==> config.mk <==
export PLATFORM = sky130hd
export DESIGN_NAME = wav_riff_pcm_header_parser_flat
export DESIGN_NICKNAME = d
export VERILOG_FILES = /design/src/design/wrpp_pkg.sv /design/src/design/wrpp_if.sv /design/src/design/wrpp_in_stage.sv /design/src/design/wrpp_parser.sv /design/src/design/wrpp_out_stage.sv /design/src/design/wav_riff_pcm_header_parser.sv /design/src/flat_wrapper.sv
export VERILOG_INCLUDE_DIRS = /design/src /design/src/design
export SDC_FILE = /design/constraint.sdc
export NUM_CORES = 1
export LEC_CHECK = 0
export BUFFER_PORTS_ARGS = -buffer_cell sky130_fd_sc_hd__buf_2
export CAP_MARGIN = 20
export CELL_PAD_IN_SITES_DETAIL_PLACEMENT = 0
export CELL_PAD_IN_SITES_GLOBAL_PLACEMENT = 1
export CORE_MARGIN = 1
export CORE_UTILIZATION = 49
export DETAILED_ROUTE_END_ITERATION = 10
export PLACE_DENSITY = 0.84
export REMOVE_ABC_BUFFERS = 1
export SLEW_MARGIN = 20
export SYNTH_ARGS = -nofsm -noshare
export SYNTH_HDL_FRONTEND = slang
export SYNTH_SLANG_ARGS = --single-unit
==> constraint.sdc <==
create_clock -name clk -period 24.9 [get_ports clk]
set_input_delay 4.98 -clock clk [delete_from_list [all_inputs] [get_ports clk]]
set_output_delay 4.98 -clock clk [all_outputs]
set_load 0.02 [all_outputs]
==> src/design/wav_riff_pcm_header_parser_defines.svh <==
// Assertion macros used by the parse state machine of the WAV header parser.
// Needs clk and rst_n in the scope where a macro is used.
`ifndef WAV_RIFF_PCM_HEADER_PARSER_DEFINES_SVH
`define WAV_RIFF_PCM_HEADER_PARSER_DEFINES_SVH

// Same-cycle implication, disabled while in reset
`define WRPP_ASSERT_NOW(lbl, ante, cons, msg) \
  lbl: assert property (@(posedge clk) disable iff (!rst_n) (ante) |-> (cons)) \
    else $error(msg);

// Next-cycle implication, disabled while in reset
`define WRPP_ASSERT_NEXT(lbl, ante, cons, msg) \
  lbl: assert property (@(posedge clk) disable iff (!rst_n) (ante) |=> (cons)) \
    else $error(msg);

`endif

==> src/design/wrpp_pkg.sv <==
// Types and constants for the WAV RIFF/PCM header parser.
// No dependencies; used by every module of the block and by the testbench.
package wrpp_pkg;

  // Parse phases
  typedef enum logic [3:0] {
    PH_RIFF = 4'd0,
    PH_SIZE = 4'd1,
    PH_WAVE = 4'd2,
    PH_HDR  = 4'd3,
    PH_SKIP = 4'd4,
    PH_FMT  = 4'd5,
    PH_DATA = 4'd6,
    PH_PAD  = 4'd7,
    PH_DONE = 4'd8
  } phase_t;

  // Verdict error codes
  localparam logic [2:0] ERR_NONE       = 3'd0;
  localparam logic [2:0] ERR_NOT_RIFF   = 3'd1;
  localparam logic [2:0] ERR_NOT_WAVE   = 3'd2;
  localparam logic [2:0] ERR_OVERRUN    = 3'd3;
  localparam logic [2:0] ERR_NO_DATA    = 3'd4;
  localparam logic [2:0] ERR_EMPTY_DATA = 3'd5;

  // Little-endian tags as they shift in
  localparam logic [31:0] TAG_RIFF = 32'h4646_4952;
  localparam logic [31:0] TAG_WAVE = 32'h4556_4157;
  localparam logic [31:0] TAG_FMT  = 32'h2074_6D66;
  localparam logic [31:0] TAG_DATA = 32'h6174_6164;

  localparam logic [31:0] FMT_MIN_LEN  = 32'd16;
  localparam logic [15:0] FMT_PCM      = 16'd1;
  localparam logic [15:0] PCM_BITS     = 16'd16;
  localparam logic [15:0] RST_CHANNELS = 16'd1;
  localparam logic [31:0] RST_RATE     = 32'd16000;
  localparam logic [15:0] RST_BITS     = 16'd16;

  typedef struct packed {
    logic [7:0] file_byte;
    logic       end_of_file;
  } item_t;

  // One byte handed to the parser in the cycle it is consumed
  typedef struct packed {
    logic  valid;
    item_t item;
  } step_t;

  typedef struct packed {
    logic        valid;
    logic        pcm_valid;
    logic [7:0]  pcm_byte;
    logic        verdict_valid;
    logic        parse_ok;
    logic [2:0]  error_code;
    logic [31:0] rate_hz;
    logic [15:0] channel_count;
    logic [15:0] sample_bits;
    logic [31:0] pcm_length;
  } result_t;

endpackage

==> src/design/wrpp_if.sv <==
// Valid/ready channel interfaces for the WAV header parser.
// Stand-alone; the payload is plain logic.
interface wrpp_in_if;
  logic       valid;
  logic       ready;
  logic [7:0] file_byte;
  logic       end_of_file;

  modport source (output valid, output file_byte, output end_of_file, input ready);
  modport sink (input valid, input file_byte, input end_of_file, output ready);
endinterface

interface wrpp_out_if;
  logic        valid;
  logic        ready;
  logic        pcm_valid;
  logic [7:0]  pcm_byte;
  logic        verdict_valid;
  logic        parse_ok;
  logic [2:0]  error_code;
  logic [31:0] rate_hz;
  logic [15:0] channel_count;
  logic [15:0] sample_bits;
  logic [31:0] pcm_length;

  modport source (
    output valid, output pcm_valid, output pcm_byte, output verdict_valid,
    output parse_ok, output error_code, output rate_hz, output channel_count,
    output sample_bits, output pcm_length, input ready
  );
  modport sink (
    input valid, input pcm_valid, input pcm_byte, input verdict_valid,
    input parse_ok, input error_code, input rate_hz, input channel_count,
    input sample_bits, input pcm_length, output ready
  );
endinterface

==> src/design/wrpp_in_stage.sv <==
// Input register of the WAV header parser: holds one accepted byte.
// Depends on wrpp_pkg and wrpp_in_if.
module wrpp_in_stage (
  input  logic            clk,
  input  logic            rst_n,
  wrpp_in_if.sink         in_chan,
  input  logic            out_free,
  output wrpp_pkg::step_t step
);

  logic            hold_valid_r;
  logic            hold_valid_nxt;
  wrpp_pkg::item_t item_r;
  logic            advance;

  // Byte moves on when the result side can take whatever it produces
  assign advance       = hold_valid_r && out_free;
  assign in_chan.ready = !hold_valid_r || advance;

  assign step.valid = advance;
  assign step.item  = item_r;

  always_comb begin
    hold_valid_nxt = hold_valid_r;
    if (in_chan.valid && in_chan.ready) begin
      hold_valid_nxt = 1'b1;
    end else if (advance) begin
      hold_valid_nxt = 1'b0;
    end
  end

  always_ff @(posedge clk) begin
    if (!rst_n) begin
      hold_valid_r <= 1'b0;
    end else begin
      hold_valid_r <= hold_valid_nxt;
    end
  end

  // Payload capture on each transaction
  always_ff @(posedge clk) begin
    if (in_chan.valid && in_chan.ready) begin
      item_r.file_byte   <= in_chan.file_byte;
      item_r.end_of_file <= in_chan.end_of_file;
    end
  end

endmodule

==> src/design/wrpp_parser.sv <==
// Parse state machine of the WAV header parser: one byte per step.
// Depends on wrpp_pkg and wav_riff_pcm_header_parser_defines.svh.
`include "wav_riff_pcm_header_parser_defines.svh"

module wrpp_parser (
  input  logic              clk,
  input  logic              rst_n,
  input  wrpp_pkg::step_t   step,
  output wrpp_pkg::result_t res
);

  wrpp_pkg::phase_t phase_r, phase_nxt;
  logic [3:0]       pos_r, pos_nxt;
  logic [31:0]      tag_r, tag_nxt;
  logic [31:0]      len_r, len_nxt;
  logic [31:0]      rem_r, rem_nxt;
  logic [15:0]      ftag_r, ftag_nxt;
  logic [15:0]      chan_r, chan_nxt;
  logic [31:0]      rate_r, rate_nxt;
  logic [15:0]      bits_r, bits_nxt;
  logic             fseen_r, fseen_nxt;
  logic             pad_r, pad_nxt;

  logic [7:0]  b;
  logic        eof;
  logic [31:0] tag_shift;
  logic [31:0] len_shift;
  logic [31:0] rem_dec;
  logic        rem_dec_zero;
  logic        clear;
  logic        in_body;
  logic [2:0]  end_code;

  assign b            = step.item.file_byte;
  assign eof          = step.item.end_of_file;
  assign tag_shift    = {b, tag_r[31:8]};
  assign len_shift    = {b, len_r[31:8]};
  assign rem_dec      = (rem_r != 32'd0) ? rem_r - 32'd1 : rem_r;
  assign rem_dec_zero = (rem_dec == 32'd0);
  assign clear        = !rst_n || (step.valid && eof);

  // Next state
  always_comb begin
    phase_nxt = phase_r;
    pos_nxt   = pos_r;
    tag_nxt   = tag_r;
    len_nxt   = len_r;
    rem_nxt   = rem_r;
    ftag_nxt  = ftag_r;
    chan_nxt  = chan_r;
    rate_nxt  = rate_r;
    bits_nxt  = bits_r;
    fseen_nxt = fseen_r;
    pad_nxt   = pad_r;
    unique case (phase_r)
      wrpp_pkg::PH_RIFF, wrpp_pkg::PH_SIZE, wrpp_pkg::PH_WAVE: begin
        tag_nxt = tag_shift;
        pos_nxt = pos_r + 4'd1;
        if (pos_r == 4'd3) begin
          pos_nxt = 4'd0;
          if (phase_r == wrpp_pkg::PH_RIFF && tag_shift != wrpp_pkg::TAG_RIFF) begin
            phase_nxt = wrpp_pkg::PH_DONE;
          end else if (phase_r == wrpp_pkg::PH_WAVE &&
                       tag_shift != wrpp_pkg::TAG_WAVE) begin
            phase_nxt = wrpp_pkg::PH_DONE;
          end else if (phase_r == wrpp_pkg::PH_RIFF) begin
            phase_nxt = wrpp_pkg::PH_SIZE;
          end else if (phase_r == wrpp_pkg::PH_SIZE) begin
            phase_nxt = wrpp_pkg::PH_WAVE;
          end else begin
            phase_nxt = wrpp_pkg::PH_HDR;
          end
        end
      end
      wrpp_pkg::PH_HDR: begin
        if (pos_r < 4'd4) begin
          tag_nxt = tag_shift;
        end else begin
          len_nxt = len_shift;
        end
        pos_nxt = pos_r + 4'd1;
        if (pos_r == 4'd7) begin
          pos_nxt = 4'd0;
          pad_nxt = len_shift[0];
          rem_nxt = len_shift;
          if (tag_r == wrpp_pkg::TAG_FMT && len_shift >= wrpp_pkg::FMT_MIN_LEN) begin
            phase_nxt = wrpp_pkg::PH_FMT;
          end else if (tag_r == wrpp_pkg::TAG_DATA && fseen_r) begin
            phase_nxt = (len_shift == 32'd0) ? wrpp_pkg::PH_DONE : wrpp_pkg::PH_DATA;
          end else if (len_shift == 32'd0) begin
            phase_nxt = wrpp_pkg::PH_HDR;
          end else begin
            phase_nxt = wrpp_pkg::PH_SKIP;
          end
        end
      end
      wrpp_pkg::PH_FMT: begin
        case (pos_r)
          4'd0:    ftag_nxt = {8'h00, b};
          4'd1:    ftag_nxt = ftag_r | {b, 8'h00};
          4'd2:    chan_nxt = {8'h00, b};
          4'd3:    chan_nxt = chan_r | {b, 8'h00};
          4'd4:    rate_nxt = {24'h000000, b};
          4'd5:    rate_nxt = rate_r | {16'h0000, b, 8'h00};
          4'd6:    rate_nxt = rate_r | {8'h00, b, 16'h0000};
          4'd7:    rate_nxt = rate_r | {b, 24'h000000};
          4'd14:   bits_nxt = {8'h00, b};
          4'd15:   bits_nxt = bits_r | {b, 8'h00};
          default: ;
        endcase
        pos_nxt = pos_r + 4'd1;
        rem_nxt = rem_dec;
        if (pos_r == 4'd15) begin
          fseen_nxt = (ftag_r == wrpp_pkg::FMT_PCM) && (chan_r != 16'd0) &&
                      (bits_nxt == wrpp_pkg::PCM_BITS);
          phase_nxt = wrpp_pkg::PH_SKIP;
        end
        if (rem_dec_zero) begin
          phase_nxt = pad_r ? wrpp_pkg::PH_PAD : wrpp_pkg::PH_HDR;
          pos_nxt   = 4'd0;
        end
      end
      wrpp_pkg::PH_SKIP: begin
        rem_nxt = rem_dec;
        if (rem_dec_zero) begin
          phase_nxt = pad_r ? wrpp_pkg::PH_PAD : wrpp_pkg::PH_HDR;
          pos_nxt   = 4'd0;
        end
      end
      wrpp_pkg::PH_DATA: begin
        rem_nxt = rem_dec;
        if (rem_dec_zero) begin
          phase_nxt = wrpp_pkg::PH_DONE;
        end
      end
      wrpp_pkg::PH_PAD: begin
        phase_nxt = wrpp_pkg::PH_HDR;
        pos_nxt   = 4'd0;
      end
      wrpp_pkg::PH_DONE: ;
      default: ;
    endcase
  end

  // Early end: still owing body bytes is an overrun, anything else no data
  assign in_body  = (phase_nxt == wrpp_pkg::PH_SKIP || phase_nxt == wrpp_pkg::PH_FMT ||
                     phase_nxt == wrpp_pkg::PH_DATA) && (rem_nxt != 32'd0);
  assign end_code = in_body ? wrpp_pkg::ERR_OVERRUN : wrpp_pkg::ERR_NO_DATA;

  // Result for this step
  always_comb begin
    res               = '0;
    res.rate_hz       = rate_nxt;
    res.channel_count = chan_nxt;
    res.sample_bits   = bits_nxt;
    unique case (phase_r)
      wrpp_pkg::PH_RIFF, wrpp_pkg::PH_WAVE: begin
        if (pos_r == 4'd3 && phase_nxt == wrpp_pkg::PH_DONE) begin
          res.valid         = 1'b1;
          res.verdict_valid = 1'b1;
          res.error_code    = (phase_r == wrpp_pkg::PH_RIFF) ? wrpp_pkg::ERR_NOT_RIFF
                                                             : wrpp_pkg::ERR_NOT_WAVE;
        end
      end
      wrpp_pkg::PH_HDR: begin
        if (phase_nxt == wrpp_pkg::PH_DONE) begin
          res.valid         = 1'b1;
          res.verdict_valid = 1'b1;
          res.error_code    = wrpp_pkg::ERR_EMPTY_DATA;
        end
      end
      wrpp_pkg::PH_DATA: begin
        res.valid      = 1'b1;
        res.pcm_valid  = 1'b1;
        res.pcm_byte   = b;
        res.pcm_length = len_r;
        if (rem_dec_zero) begin
          res.verdict_valid = 1'b1;
          res.parse_ok      = 1'b1;
        end
      end
      wrpp_pkg::PH_SIZE, wrpp_pkg::PH_SKIP, wrpp_pkg::PH_FMT, wrpp_pkg::PH_PAD,
      wrpp_pkg::PH_DONE: ;
      default: ;
    endcase
    // Length of a data chunk whose header just completed is the new one
    if (eof && phase_nxt != wrpp_pkg::PH_DONE) begin
      if (!res.valid) begin
        res.pcm_length = (phase_nxt == wrpp_pkg::PH_DATA) ? len_nxt : 32'd0;
      end
      res.valid         = 1'b1;
      res.verdict_valid = 1'b1;
      res.parse_ok      = 1'b0;
      res.error_code    = end_code;
    end
    res.valid = res.valid && step.valid;
  end

  // State registers; the last byte of a file restores the reset state
  always_ff @(posedge clk) begin
    if (clear) begin
      phase_r <= wrpp_pkg::PH_RIFF;
      pos_r   <= 4'd0;
      tag_r   <= 32'd0;
      len_r   <= 32'd0;
      rem_r   <= 32'd0;
      ftag_r  <= 16'd0;
      chan_r  <= wrpp_pkg::RST_CHANNELS;
      rate_r  <= wrpp_pkg::RST_RATE;
      bits_r  <= wrpp_pkg::RST_BITS;
      fseen_r <= 1'b0;
      pad_r   <= 1'b0;
    end else if (step.valid) begin
      phase_r <= phase_nxt;
      pos_r   <= pos_nxt;
      tag_r   <= tag_nxt;
      len_r   <= len_nxt;
      rem_r   <= rem_nxt;
      ftag_r  <= ftag_nxt;
      chan_r  <= chan_nxt;
      rate_r  <= rate_nxt;
      bits_r  <= bits_nxt;
      fseen_r <= fseen_nxt;
      pad_r   <= pad_nxt;
    end
  end

  // Once a verdict is out, only the last byte leaves the done phase
  `WRPP_ASSERT_NEXT(a_done_sticks, phase_r == wrpp_pkg::PH_DONE && !(step.valid && eof), phase_r == wrpp_pkg::PH_DONE, "wrpp: left done phase early")
  // Bytes owed never exceed the chunk length
  `WRPP_ASSERT_NOW(a_rem_le_len, phase_r == wrpp_pkg::PH_SKIP || phase_r == wrpp_pkg::PH_FMT || phase_r == wrpp_pkg::PH_DATA, rem_r <= len_r, "wrpp: body count above chunk length")
  // Only the fmt body counts past a header's eight bytes
  `WRPP_ASSERT_NOW(a_pos_range, phase_r != wrpp_pkg::PH_FMT, pos_r < 4'd8, "wrpp: field position out of range")

endmodule

==> src/design/wrpp_out_stage.sv <==
// Output register of the WAV header parser: holds one result transaction.
// Depends on wrpp_pkg and wrpp_out_if.
module wrpp_out_stage (
  input  logic              clk,
  input  logic              rst_n,
  input  wrpp_pkg::result_t res,
  output logic              out_free,
  wrpp_out_if.source        out_chan
);

  logic              out_valid_r;
  logic              out_valid_nxt;
  wrpp_pkg::result_t res_r;

  assign out_free = !out_valid_r || out_chan.ready;

  always_comb begin
    out_valid_nxt = out_valid_r;
    if (res.valid) begin
      out_valid_nxt = 1'b1;
    end else if (out_chan.ready) begin
      out_valid_nxt = 1'b0;
    end
  end

  always_ff @(posedge clk) begin
    if (!rst_n) begin
      out_valid_r <= 1'b0;
    end else begin
      out_valid_r <= out_valid_nxt;
    end
  end

  // Payload; only loaded when the register is free or draining
  always_ff @(posedge clk) begin
    if (res.valid) begin
      res_r <= res;
    end
  end

  assign out_chan.valid         = out_valid_r;
  assign out_chan.pcm_valid     = res_r.pcm_valid;
  assign out_chan.pcm_byte      = res_r.pcm_byte;
  assign out_chan.verdict_valid = res_r.verdict_valid;
  assign out_chan.parse_ok      = res_r.parse_ok;
  assign out_chan.error_code    = res_r.error_code;
  assign out_chan.rate_hz       = res_r.rate_hz;
  assign out_chan.channel_count = res_r.channel_count;
  assign out_chan.sample_bits   = res_r.sample_bits;
  assign out_chan.pcm_length    = res_r.pcm_length;

endmodule

==> src/design/wav_riff_pcm_header_parser.sv <==
// WAV RIFF/PCM header parser: one file byte per transaction in, results out.
// Each accepted byte sits in the input register, and the parse step loads the output
// register from it when that register is free or being drained.
// Throughput: one byte per cycle; a byte stalls only while a result waits unaccepted.
// Synchronous active-low reset returns the parser to the RIFF tag; the byte
// flagged end_of_file does the same. Depends on wrpp_pkg, wrpp_if and stages.
module wav_riff_pcm_header_parser (
  input  logic       clk,
  input  logic       rst_n,
  wrpp_in_if.sink    in_chan,
  wrpp_out_if.source out_chan
);

  wrpp_pkg::step_t   step;
  wrpp_pkg::result_t res;
  logic              out_free;

  wrpp_in_stage u_in_stage (
    .clk      (clk),
    .rst_n    (rst_n),
    .in_chan  (in_chan),
    .out_free (out_free),
    .step     (step)
  );

  wrpp_parser u_parser (
    .clk   (clk),
    .rst_n (rst_n),
    .step  (step),
    .res   (res)
  );

  wrpp_out_stage u_out_stage (
    .clk      (clk),
    .rst_n    (rst_n),
    .res      (res),
    .out_free (out_free),
    .out_chan (out_chan)
  );

endmodule

==> src/flat_wrapper.sv <==
// flat-port wrapper written by rule: the top's interface ports become plain ports
module wav_riff_pcm_header_parser_flat 
  (clk, rst_n, in_chan_valid, in_chan_file_byte, in_chan_end_of_file, in_chan_ready, out_chan_valid, out_chan_pcm_valid, out_chan_pcm_byte, out_chan_verdict_valid, out_chan_parse_ok, out_chan_error_code, out_chan_rate_hz, out_chan_channel_count, out_chan_sample_bits, out_chan_pcm_length, out_chan_ready);
  wrpp_in_if in_chan_i ();
  wrpp_out_if out_chan_i ();
  input  logic clk;
  input  logic rst_n;
  input wire logic [$bits(in_chan_i.valid)-1:0] in_chan_valid;
  input wire logic [$bits(in_chan_i.file_byte)-1:0] in_chan_file_byte;
  input wire logic [$bits(in_chan_i.end_of_file)-1:0] in_chan_end_of_file;
  output wire logic [$bits(in_chan_i.ready)-1:0] in_chan_ready;
  output wire logic [$bits(out_chan_i.valid)-1:0] out_chan_valid;
  output wire logic [$bits(out_chan_i.pcm_valid)-1:0] out_chan_pcm_valid;
  output wire logic [$bits(out_chan_i.pcm_byte)-1:0] out_chan_pcm_byte;
  output wire logic [$bits(out_chan_i.verdict_valid)-1:0] out_chan_verdict_valid;
  output wire logic [$bits(out_chan_i.parse_ok)-1:0] out_chan_parse_ok;
  output wire logic [$bits(out_chan_i.error_code)-1:0] out_chan_error_code;
  output wire logic [$bits(out_chan_i.rate_hz)-1:0] out_chan_rate_hz;
  output wire logic [$bits(out_chan_i.channel_count)-1:0] out_chan_channel_count;
  output wire logic [$bits(out_chan_i.sample_bits)-1:0] out_chan_sample_bits;
  output wire logic [$bits(out_chan_i.pcm_length)-1:0] out_chan_pcm_length;
  input wire logic [$bits(out_chan_i.ready)-1:0] out_chan_ready;
  assign in_chan_i.valid = in_chan_valid;
  assign in_chan_i.file_byte = in_chan_file_byte;
  assign in_chan_i.end_of_file = in_chan_end_of_file;
  assign in_chan_ready = in_chan_i.ready;
  assign out_chan_valid = out_chan_i.valid;
  assign out_chan_pcm_valid = out_chan_i.pcm_valid;
  assign out_chan_pcm_byte = out_chan_i.pcm_byte;
  assign out_chan_verdict_valid = out_chan_i.verdict_valid;
  assign out_chan_parse_ok = out_chan_i.parse_ok;
  assign out_chan_error_code = out_chan_i.error_code;
  assign out_chan_rate_hz = out_chan_i.rate_hz;
  assign out_chan_channel_count = out_chan_i.channel_count;
  assign out_chan_sample_bits = out_chan_i.sample_bits;
  assign out_chan_pcm_length = out_chan_i.pcm_length;
  assign out_chan_i.ready = out_chan_ready;
  wav_riff_pcm_header_parser u_core (.clk(clk), .rst_n(rst_n), .in_chan(in_chan_i), .out_chan(out_chan_i));
endmodule
# After elaboration in Yosys (flattened, before gate mapping)
# Index checks and enable logic that the tools add are counted.
[op_classes]
n_lt_le_gt_ge = 2
bitwise = 7
reduce_logical = 42
mux = 57
n_eq_ne = 29
n_addsub = 2
[op_table]
columns = ["cell", "n"]
rows = [
  ["$mux 32", 10],
  ["$pmux 32 s2", 2],
  ["$pmux 32 s4", 1],
  ["$pmux 16 s2", 3],
  ["$logic_not 32->1", 2],
  ["$ne 32x31->1 const B", 2],
  ["$reduce_bool 32->1", 2],
  ["$mux 4", 15],
  ["$mux 16", 3],
  ["$or 16x16->16", 3],
  ["$eq 4x3->1 const B", 11],
  ["$eq 32x30->1 const B", 1],
  ["$eq 32x31->1 const B", 1],
  ["$ge 32x5->1 const B", 1],
  ["$or 32x16->32", 1],
  ["$or 32x24->32", 1],
  ["$or 32x32->32", 1],
  ["$sub 32x1->32 const B", 1],
  ["$pmux 4 s6", 1],
  ["$pmux 4 s5", 1],
  ["$eq 16x1->1 const B", 1],
  ["$eq 16x5->1 const B", 1],
  ["$eq 4x2->1 const B", 4],
  ["$reduce_bool 16->1", 1],
  ["22 further kinds", 69],
]
[totals]
out_inout_bits = 112
register_bits = 307

# Longest topological paths before layout
# Gate-level depths: netlist of the first run.
[logic_depth]
word_depth = 14
ltp_mapped = 14
mapped_depth_nobuf = 12

# Modules after synthesis
# Synthesis of the first run repeated with hierarchy kept, for this count alone.
[unflattened]
hier_cells = 1595
hier_area_um2 = 14403.8
[modules_own_cells]
columns = ["module", "instances", "area_per_inst_um2", "cells_each"]
rows = [
  ["wrpp_parser", 1, 10709.0, 1465],
  ["wrpp_out_stage", 1, 3352.0, 114],
  ["wrpp_in_stage", 1, 342.8, 16],
]

# Worst setup path after synthesis of the first run
# No wires, ideal clock.
[synth_path]
path_kind = "input port to flip-flop"
startpoint = "input out_chan_ready"
endpoint = "register u_core.u_out_stage.res_r (netlist bit u_core.u_out_stage.out_chan.channel_count[0]) (enable)"
n_path_buf = 3
path_slack_ns = 10.938
path_stages = 6
arrival_ns = 13.248
cell_sequence = "nor2b_1 -> nand2b_1 -> clkbuf_1 -> clkbuf_1 -> clkbuf_1 -> nor3_1"
[synth_lines]
columns = ["element", "line_no", "source"]
rows = [
  ["from (decl)", "flat_wrapper.sv:22", "input wire logic [$bits(out_chan_i.ready)-1:0] out_chan_ready;"],
  ["to (signal assigned)", "wrpp_out_stage.sv:37", "res_r <= res;"],
  ["to (decl)", "wrpp_out_stage.sv:13", "wrpp_pkg::result_t res_r;"],
]

# Final worst setup path of the first run
[layout_path]
startpoint = "input out_chan_ready"
endpoint = "output in_chan_ready"
[layout_between]
elab_chain_cells = 3
[layout_rtl]
columns = ["element", "line_no", "source"]
rows = [
  ["$logic_or 1x1->1", "wrpp_out_stage.sv:15", "assign out_free = !out_valid_r || out_chan.ready;"],
  ["$logic_and 1x1->1", "wrpp_in_stage.sv:17", "assign advance = hold_valid_r && out_free;"],
  ["$logic_or 1x1->1", "wrpp_in_stage.sv:18", "assign in_chan.ready = !hold_valid_r || advance;"],
  ["to (decl)", "flat_wrapper.sv:11", "output wire logic [$bits(in_chan_i.ready)-1:0] in_chan_ready;"],
]
# No other way between the ends.

==> results.cfg, run 1 <==
[pwr]
peakVddDrop_uv = 65.44
powerDensity_mw_per_mm2 = 71.62
p_leak_nw = 5.672

[layout]
drive_gt1_share_pct = 13.84
antenna_cells = 0
stdcell_area_sq_mm = 0.01611
final_nets = 1665
fillers = 2580
syn_to_final_growth_pct = 13.78
final_util_pct = 57.35

[sta]
tns_ps = 0
hold_slack_ps = 443.2
setup_viol = 0
worst_slack_ps = 14230
rsz0062_at_grt = false
tightest_slew_ps = 916.0
slew_headroom_pct = 38.41
skew_ps = 20.73
period_share_pct = 42.85
hold_violations = 0
finalMaxSlewViolations = 0
fmax_mhz = 93.73
finalCriticalPeriod_ps = 10670

[floorplan]
io_pins = 125
coreArea_sq_mm = 0.02809
start_util_pct = 50.41
rows = 61
die_w_microns = 172.0
die_y_microns = 172.0
die-area_sq_mm = 0.02958

[global_route]
antenna_found_initial = 0
grt_use_total_pct = 27.14
first_global_vias = 11080
overflow = 0
grt_max_degree = 105
grt_pass1_wl_mm = 62.39

[worst_setup_path]
end_kind = output port
cp-start-kind = primary input
cpMaxStageDelayCell = nor2b_1
path_cells = buf_2 -> nor2b_1 -> nand2_1 -> buf_2
required_ps = 19920
r2r_slack_ps = 18740
r2r_cells = 14
regToRegStartpoint = u_core.u_parser.rem_r[0]$_SDFFE_PP0P_
critPathMaxFanout = 5
cp.arrival_ps = 5690
timing.rr.end = u_core.u_out_stage.out_chan.pcm_length[18]$_DFFE_PP_
critical_path.top_delay_family = simple AND/OR/NAND/NOR gates
critical-path-max-stage-delay_ps = 330
path_common_cell = buf_2
cp.buffers_inverters = 2
crit_type = in -> out

[clock_tree]
root_buffer = clkbuf_16
cts.sinks = 307
cts-htree-levels = 1
cts_setup_buffers = 0
post_cts_resized = 0
cts_buffers = 31
cts_hold_buf = 0
clock_latency_ps = 570
cts_buffer_depth = 3
clkTransAtPathRegs_ps = 70
cts_tree = yes

[min_path]
whs_path_depth = 2
min_to = u_core.u_parser.tag_r[6]$_SDFFE_PP0P_
hold_path.class = reg -> reg
min_from = u_core.u_parser.tag_r[14]$_SDFFE_PP0P_

[route]
ant_nets = 0
avgRoutedWirePerCell_microns = 19.74
via_per_inst = 5.970
wirelength_mm = 40.42
drtPass1Iterations = 5
drtIter0Drc = 1421
via_count = 12220
drc = 0

[yosys]
syn_area_per_cell_sq_um = 8.955
ys_ff_latch = 307
async_reset_ff_share_pct = 0
synth_edf_count = 119
yosys_most_used_dff = dfxtp_1
yosysWarnings = 0
yosys-top-cells-area = dfxtp_1 27%, edfxtp_1 25%, nand2_1 8.0%, a21oi_1 6.0%, nor2_1 4.2%
ys_types = 74
synth_top_area_cell = dfxtp_1
synth_cells = 1581
yosys.area.top_type_share_pct = 26.58
seq_area_frac_synth_pct = 51.82
synthesis.area_sq_mm = 0.01416

[place]
io_buffers = 124
placed_area_sq_mm = 0.01499
gp_congestion = 0.9073
preCtsSetupSlack_ps = 14230
dp_hpwl_mm = 26.22

[outcome]
status = finished clean

[job]
cap_violations = 0
==> how the worst max path moves through the flow <==
stage,startpoint,endpoint,slack [ps],depth (start not counted)
final,out_chan_ready,in_chan_ready,14230,4
after global routing,out_chan_ready,in_chan_ready,14190,4
after CTS,out_chan_ready,in_chan_ready,14230,4
after detailed placement,out_chan_ready,in_chan_ready,14230,4
after global placement,out_chan_ready,in_chan_ready,14240,4
after floorplan,out_chan_ready,u_core.u_out_stage.out_chan.channel_count[0]$_DFFE_PP_,10290,3
==> state kept, by name, indices dropped and copies added (netlist names), 32 cells and up <==
name	count
u_core.u_out_stage.out_chan.pcm_length	32
u_core.u_out_stage.out_chan.rate_hz	32
u_core.u_parser.len_r	32
u_core.u_parser.rate_r	32
u_core.u_parser.rem_r	32
u_core.u_parser.tag_r	32
==> cell type report <==
class | count | area (sq um) | share of cell area, %
Multi-Input combinational cell | 1137 | 6307 | 39.15
Clock inverter | 12 | 166.4 | 1.033
Tap cell | 378 | 473.0 | 2.936
Inverter | 14 | 52.55 | 0.3262
Sequential cell | 307 | 7337 | 45.55
Timing Repair Buffer | 153 | 859.6 | 5.336
Clock buffer | 46 | 913.4 | 5.670
==> cell usage after synthesis, drive strengths merged, types with 5 or more instances <==
master	count
and4b	5
a31oi	16
or4	8
nor4b	8
or3	16
dfxtp	188
nand3	35
inv	13
a211oi	23
nor2	161
a21oi	171
nand2b	8
buf	19
nor4	37
o31ai	8
mux2i	13
o211ai	5
o21ai	58
a22o	57
a22oi	14
a221o	5
ha	8
nor2b	9
o41ai	6
nand4	18
edfxtp	119
o31a	5
and4	7
clkbuf	104
nor3	48
and2	7
and3	19
nand2	300
==> layer usage <==
layer	vias to the layer above	part of all wire, %	track usage [%]
met2	443	45	42.30
met5	-	0	0
met3	58	6.4	3.616
met4	0	2.4	7.657
li1	5866	-	-
met1	5853	46	39.28
==> worst reg2reg max path, delay by kind of cell, from the launching register on <==
kind	cells	cell delay (ps)
AOI/OAI and AO/OA	3	980
adders and majority gates	1	320
buffers and inverters	3	1380
DFF	1	380
and+or+nand+nor	7	2690
==> power breakdown <==
group / internal, mW / leakage [nW] / switching [mW] / total, mW
registers: 0.534 / 2.61 / 0.0111 / 0.545
clock network: 0.287 / 0.524 / 0.198 / 0.485
logic: 0.0361 / 2.54 / 0.0878 / 0.124
==> cell families after synthesis <==
family	share of synthesized area, %
flops	51.82
xor+xnor	0.3712
simple gates	23.47
mux	1.078
compound gates	18.57
buf+inv	3.985
fa+ha+maj	0.7070
==> layout by cell type, fill, tap and decap left out, types with 17 or more instances in the layout <==
| cell type | n |
|---|---|
| a211oi_1 | 23 |
| a21oi_1 | 171 |
| a22o_1 | 57 |
| and3_1 | 19 |
| buf_2 | 124 |
| buf_4 | 26 |
| clkbuf_16 | 32 |
| dfxtp_1 | 188 |
| edfxtp_1 | 119 |
| nand2_1 | 298 |
| nand3_1 | 35 |
| nand4_1 | 17 |
| nor2_1 | 159 |
| nor3_1 | 43 |
| nor4_1 | 32 |
| o21ai_0 | 57 |
==> stage by stage <==
step                      cells  total power, mW
after floorplan            1458           0.6372
after global placement     1987           0.6763
after detailed placement   1987           0.6775
after global routing       2047            1.190
after CTS                  2045            1.159
final                      2047            1.154
Note: power is estimated with default switching activity, not from simulation.
==> run 2, diff against run 1 <==
--- a/config.mk
+++ b/config.mk
@@ -6,14 +6,15 @@
 export SDC_FILE = /design/constraint.sdc
 export NUM_CORES = 1
 export LEC_CHECK = 0
+export ABC_AREA = 1
 export BUFFER_PORTS_ARGS = -buffer_cell sky130_fd_sc_hd__buf_2
 export CAP_MARGIN = 20
 export CELL_PAD_IN_SITES_DETAIL_PLACEMENT = 0
 export CELL_PAD_IN_SITES_GLOBAL_PLACEMENT = 1
 export CORE_MARGIN = 1
-export CORE_UTILIZATION = 49
+export CORE_UTILIZATION = 40
 export DETAILED_ROUTE_END_ITERATION = 10
-export PLACE_DENSITY = 0.84
+export PLACE_DENSITY = 0.75
 export REMOVE_ABC_BUFFERS = 1
 export SLEW_MARGIN = 20
 export SYNTH_ARGS = -nofsm -noshare
==> constraint.sdc (replaced) <==
create_clock -name clk -period 9.65 [get_ports clk]
set_input_delay 1.93 -clock clk [delete_from_list [all_inputs] [get_ports clk]]
set_output_delay 1.93 -clock clk [all_outputs]
set_load 0.02 [all_outputs]
==> run 2 against run 1 <==
Area after synthesis up 6.5%. Flip-flop and latch count unchanged. Final area up 7.9%. Total power rose to 2.9 times the previous value. Clock power rose to 3.1 times the previous value. Critical endpoint is now u_core.u_parser.ftag_r[9]$_SDFFE_PP0P_.
==> results.cfg, run 2 <==
[outcome]
status = finished clean

[route]
via_per_inst = 5.160
drc = 0
drtPass1Iterations = 5
avgRoutedWirePerCell_microns = 16.75
wirelength_mm = 43.48
ant_nets = 0
via_count = 13400
drtIter0Drc = 937

[sta]
tightest_slew_ps = 1038
setup_viol = 0
finalCriticalPeriod_ps = 5334
skew_ps = 24.94
fmax_mhz = 187.5
tns_ps = 0
finalMaxSlewViolations = 0
hold_violations = 0
slew_headroom_pct = 30.78
period_share_pct = 55.27
rsz0062_at_grt = false

[clock_tree]
cts_setup_buffers = 0
cts-htree-levels = 2
cts_buffer_depth = 3
cts_buffers = 36
cts_hold_buf = 0
clkTransAtPathRegs_ps = 60
post_cts_resized = 0
cts.sinks = 307
root_buffer = clkbuf_16
cts_tree = yes
clock_latency_ps = 550

[worst_setup_path]
cp.arrival_ps = 5820
critical_path.top_delay_family = simple AND/OR/NAND/NOR gates
required_ps = 10130
critical-path-max-stage-delay_ps = 990
cp.buffers_inverters = 4
cp-start-kind = primary input
end_kind = flop
critPathMaxFanout = 95
cpMaxStageDelayCell = clkinv_1
crit_type = in -> reg
path_cells = buf_2 -> inv_1 -> nand2_1 -> nand2_4 -> clkinv_1 -> nand2_1 -> nand2_4 -> buf_4 -> or2_2 -> a21oi_1

[yosys]
synth_common_cells = 378 x nand2_1, 301 x inv_1, 216 x o21ai_0
yosysMostFrequentCell = nand2_1
yosys.area.top_type_share_pct = 24.96
synthesis.area_sq_mm = 0.01508
yosys-top-cells-area = dfxtp_1 25%, edfxtp_1 24%, nand2_1 9.4%, inv_1 7.5%, o21ai_0 7.2%
synth_edf_count = 119
ys_types = 44
seq_area_frac_synth_pct = 48.66
ys_ff_latch = 307
synth_top_area_cell = dfxtp_1
yosys_most_used_dff = dfxtp_1
yosysWarnings = 0
syn_area_per_cell_sq_um = 7.595
synth_cells = 1985
async_reset_ff_share_pct = 0

[floorplan]
rows = 70
start_util_pct = 40.89
io_pins = 125
coreArea_sq_mm = 0.03687
die-area_sq_mm = 0.03847
die_w_microns = 196.1
die_y_microns = 196.1

[layout]
multi_input_area_sq_mm = 0.006198
layout_commonest_cell = nand2_1
syn_to_final_growth_pct = 15.24
antenna_cells = 0
final_nets = 2086
final_cell_mix = 376 x nand2_1, 300 x inv_1, 216 x o21ai_0
fillers = 3702
regArea_sq_mm = 0.007337
drive_gt1_share_pct = 12.72

[pwr]
switchingPower_mw = 0.9174
p_comb_share_pct = 12.9
seqPwrFrac_pct = 43.1
p_leak_nw = 7.509
internal_power_mw = 2.452
switching_share_pct = 27.23
clockPowerShare_pct = 44.0
power_mw = 3.369
powerDensity_mw_per_mm2 = 193.9
peakVddDrop_uv = 104.2

[global_route]
antenna_found_initial = 0
first_global_vias = 12420
grt_use_total_pct = 22.71
overflow = 0
grt_max_degree = 120
grt_pass1_wl_mm = 68.70

[place]
io_buffers = 124
gp_congestion = 0.8699
dp_hpwl_mm = 29.60

[min_path]
hold_path.class = reg -> reg

[job]
cap_violations = 0
[run 2: final cells by class]
type	count	share of cell area [%]
Multi-Input combinational cell	1268	35.67
Timing Repair Buffer	137	4.155
Clock buffer	50	6.200
Tap cell	504	3.629
Inverter	315	6.819
Sequential cell	307	42.23
Clock inverter	15	1.296
[run 2: stage by stage]
| step | cell area, sq um | hold WS (ps) | std cells | utilization (%) | setup slack [ps] |
|---|---|---|---|---|---|
| 2_1_floorplan | 14680 | 430.4 | 1890 | - | -639.4 |
| 3_3_place_gp | 16070 | 440.7 | 2531 | 43.58 | 3790 |
| 3_5_place_dp | 16070 | 448.6 | 2531 | 43.58 | 3705 |
| 4_1_cts | 17370 | 459.4 | 2596 | 47.11 | 4295 |
| 5_1_grt | 17380 | 478.0 | 2596 | 47.12 | 4020 |
| 6_report | 17380 | 458.1 | 2596 | 47.12 | 4316 |
[run 2: kinds of logic after synthesis]
group | Yosys count | share of synthesized area [%]
flip-flops | 307 | 48.66
AO/OA/AOI/OAI | 495 | 18.06
XOR/XNOR | 13 | 0.7552
adder cells (fa/ha/maj) | 8 | 0.6639
AND/OR/NAND/NOR | 752 | 21.39
buffers and inverters | 410 | 10.47
[run 2: routing by layer]
layer / vias up / global-route usage, % / part of all wire (%)
li1: 6707 / - / -
met1: 6307 / 32.08 / 47
met2: 320 / 36.02 / 46
met3: 61 / 3.026 / 4.8
met4: 0 / 6.973 / 2.2
met5: - / 0 / 0
[run 2: power groups by stage]
stage               Clock [mW]  Sequential, mW  Combinational, mW
finish                    1.48            1.45              0.434
global route              1.56            1.46              0.490
CTS                       1.52            1.45              0.435
detailed placement           0            1.48              0.433
global placement             0            1.48              0.429
floorplan                    0            1.49              0.286
[run 2: worst reg2reg max path: stages (launching register included)]
cell     delay [ps]
dfxtp_1         340
inv_2           150
ha_1            340
inv_1            70
nor2_1          400
nand2_1         230
nand2_1         100
nand2_1          50
nand2_1         120
inv_1            80
nor2_1          130
nand3_1         120
nor2_1          120
nand3_1         240
nand2_1         190
inv_2            50
nor2_1          120
nand2_2          80
nor2_2          120
nand2_4          80
nand4_1         110
nand2_1         150
inv_4           390
buf_4           810
[run 2: final timing paths]
path	from	end	slack, ps	cells after the start
worst max-delay path	out_chan_ready	u_core.u_parser.ftag_r[9]$_SDFFE_PP0P_	4320	10
worst max register to register	u_core.u_parser.rem_r[0]$_SDFFE_PP0P_	u_core.u_out_stage.out_chan.channel_count[12]$_DFFE_PP_	4560	23
worst min register to register	u_core.u_parser.tag_r[3]$_SDFFE_PP0P_	u_core.u_parser.tag_r[3]$_SDFFE_PP0P_	460	2
worst min-delay path	u_core.u_parser.tag_r[3]$_SDFFE_PP0P_	u_core.u_parser.tag_r[3]$_SDFFE_PP0P_	460	2
==> run 3, diff against run 2 <==
--- a/config.mk
+++ b/config.mk
@@ -6,15 +6,15 @@
 export SDC_FILE = /design/constraint.sdc
 export NUM_CORES = 1
 export LEC_CHECK = 0
-export ABC_AREA = 1
+export ABC_AREA = 0
 export BUFFER_PORTS_ARGS = -buffer_cell sky130_fd_sc_hd__buf_2
 export CAP_MARGIN = 20
 export CELL_PAD_IN_SITES_DETAIL_PLACEMENT = 0
 export CELL_PAD_IN_SITES_GLOBAL_PLACEMENT = 1
 export CORE_MARGIN = 1
-export CORE_UTILIZATION = 40
+export CORE_UTILIZATION = 46
 export DETAILED_ROUTE_END_ITERATION = 10
-export PLACE_DENSITY = 0.75
+export PLACE_DENSITY = 0.79
 export REMOVE_ABC_BUFFERS = 1
 export SLEW_MARGIN = 20
 export SYNTH_ARGS = -nofsm -noshare
==> constraint.sdc (replaced) <==
create_clock -name clk -period 5.1 [get_ports clk]
set_input_delay 1.02 -clock clk [delete_from_list [all_inputs] [get_ports clk]]
set_output_delay 1.02 -clock clk [all_outputs]
set_load 0.02 [all_outputs]
==> run 3 against run 2 <==
Utilization up 7.6 points. Cell count down 19%. Critical endpoint is now u_core.u_out_stage.out_chan.pcm_length[20]$_DFFE_PP_. First-iteration DRC count up 46%.
==> results.cfg, run 3 (synthesis results as in run 1) <==
[outcome]
status = finished clean

[route]
drc = 0
via_count = 12590
ant_nets = 0
avgRoutedWirePerCell_microns = 20.83
drtIter0Drc = 1369
wirelength_mm = 43.57
via_per_inst = 6.017
drtPass1Iterations = 6

[place]
preCtsSetupSlack_ps = 202.2
dp_hpwl_mm = 29.51
dp_cells = 2028
gp_congestion = 0.9599
io_buffers = 124

[layout]
final_nets = 1697
final_cell_mix = 298 x nand2_1, 188 x dfxtp_1, 171 x a21oi_1
drive_gt1_share_pct = 15.57
regArea_sq_mm = 0.007337
syn_to_final_growth_pct = 15.78
antenna_cells = 0
multi_input_area_sq_mm = 0.006312
fillers = 2764
layout.cells.non_filler = 2092
layout_commonest_cell = nand2_1

[sta]
slew_headroom_pct = 26.02
period_share_pct = 95.46
hold_violations = 0
fmax_mhz = 205.4
worst_slack_ps = 231.6
finalCriticalPeriod_ps = 4868
rsz0062_at_grt = false
setup_viol = 0
skew_ps = 14.92
tightest_slew_ps = 1101
finalMaxSlewViolations = 0
hold_slack_ps = 453.4

[floorplan]
die_w_microns = 177.4
die_y_microns = 177.4
coreArea_sq_mm = 0.02995
io_pins = 125
start_util_pct = 47.27
die-area_sq_mm = 0.03149
rows = 63

[clock_tree]
post_cts_resized = 0
clkTransAtPathRegs_ps = 60
cts.sinks = 307
cts-htree-levels = 2
clock_latency_ps = 520
cts_setup_buffers = 0
cts_buffers = 35
cts_hold_buf = 0
cts_tree = yes
root_buffer = clkbuf_16
cts_buffer_depth = 3

[job]
cap_violations = 0

[global_route]
grt_use_total_pct = 27.65
overflow = 0
grt_pass1_wl_mm = 67.54
grt_max_degree = 82
antenna_found_initial = 0
first_global_vias = 11680

[worst_setup_path]
end_kind = flop
cp-start-kind = flop
critPathMaxFanout = 42
crit_type = reg -> reg
required_ps = 5350
cp.arrival_ps = 5110

[pwr]
p_leak_nw = 5.837
powerDensity_mw_per_mm2 = 346.8
peakVddDrop_uv = 257.9

[min_path]
hold_path.class = reg -> reg
run 3: final cells by class:
| cell class | count | share of cell area (%) |
|---|---|---|
| Inverter | 14 | 0.3206 |
| Multi-Input combinational cell | 1137 | 38.51 |
| Timing Repair Buffer | 181 | 6.823 |
| Clock inverter | 18 | 0.7327 |
| Tap cell | 390 | 2.977 |
| Sequential cell | 307 | 44.76 |
| Clock buffer | 45 | 5.885 |
run 3: where the power goes:
part | switching (mW) | total, mW | internal [mW]
Combinational | 0.442 | 0.644 | 0.202
Sequential | 0.0565 | 2.66 | 2.61
Clock | 1.02 | 2.38 | 1.35
Total | 1.52 | 5.68 | 4.16
run 3: worst paths after layout:
kind | cells past startpoint | slack (ps) | to | start
worst max-delay path | 12 | 230 | u_core.u_out_stage.out_chan.pcm_length[20]$_DFFE_PP_ | u_core.u_parser.rem_r[2]$_SDFFE_PP0P_
worst min-delay path | 2 | 450 | u_core.u_parser.len_r[1]$_SDFFE_PP0P_ | u_core.u_parser.len_r[1]$_SDFFE_PP0P_
worst max register to register | 12 | 230 | u_core.u_out_stage.out_chan.pcm_length[20]$_DFFE_PP_ | u_core.u_parser.rem_r[2]$_SDFFE_PP0P_
worst min register to register | 2 | 450 | u_core.u_parser.len_r[1]$_SDFFE_PP0P_ | u_core.u_parser.len_r[1]$_SDFFE_PP0P_
run 3: metal layers:
metal / global-route usage [%] / part of all wire, % / vias up
met3: 4.070 / 7.2 / 81
li1: - / - / 5959
met5: 0 / 0 / -
met1: 39.85 / 45 / 6042
met4: 8.191 / 2.6 / 0
met2: 42.74 / 45 / 506
run 3: stage by stage:
step           instance area [sq um]  power, mW  util, %  TNS (ps)
2_1_floorplan                  13650      3.113        -  -1143090
5_1_grt                        16390      5.875    54.73         0
3_3_place_gp                   15270      3.349    50.97         0
3_5_place_dp                   15270      3.347    50.99         0
6_report                       16390      5.685    54.73         0
4_1_cts                        16360      5.710    54.61         0
run 3: critical path, cell delays in order, from the launching register on:
cell	delay, ps
dfxtp_1	410
or4_1	630
or3_1	590
or3_1	590
o31ai_4	210
nor4b_4	290
nand4_4	230
o31a_1	370
or3_1	370
nor4_2	360
nor3_2	90
buf_12	220
buf_12	200
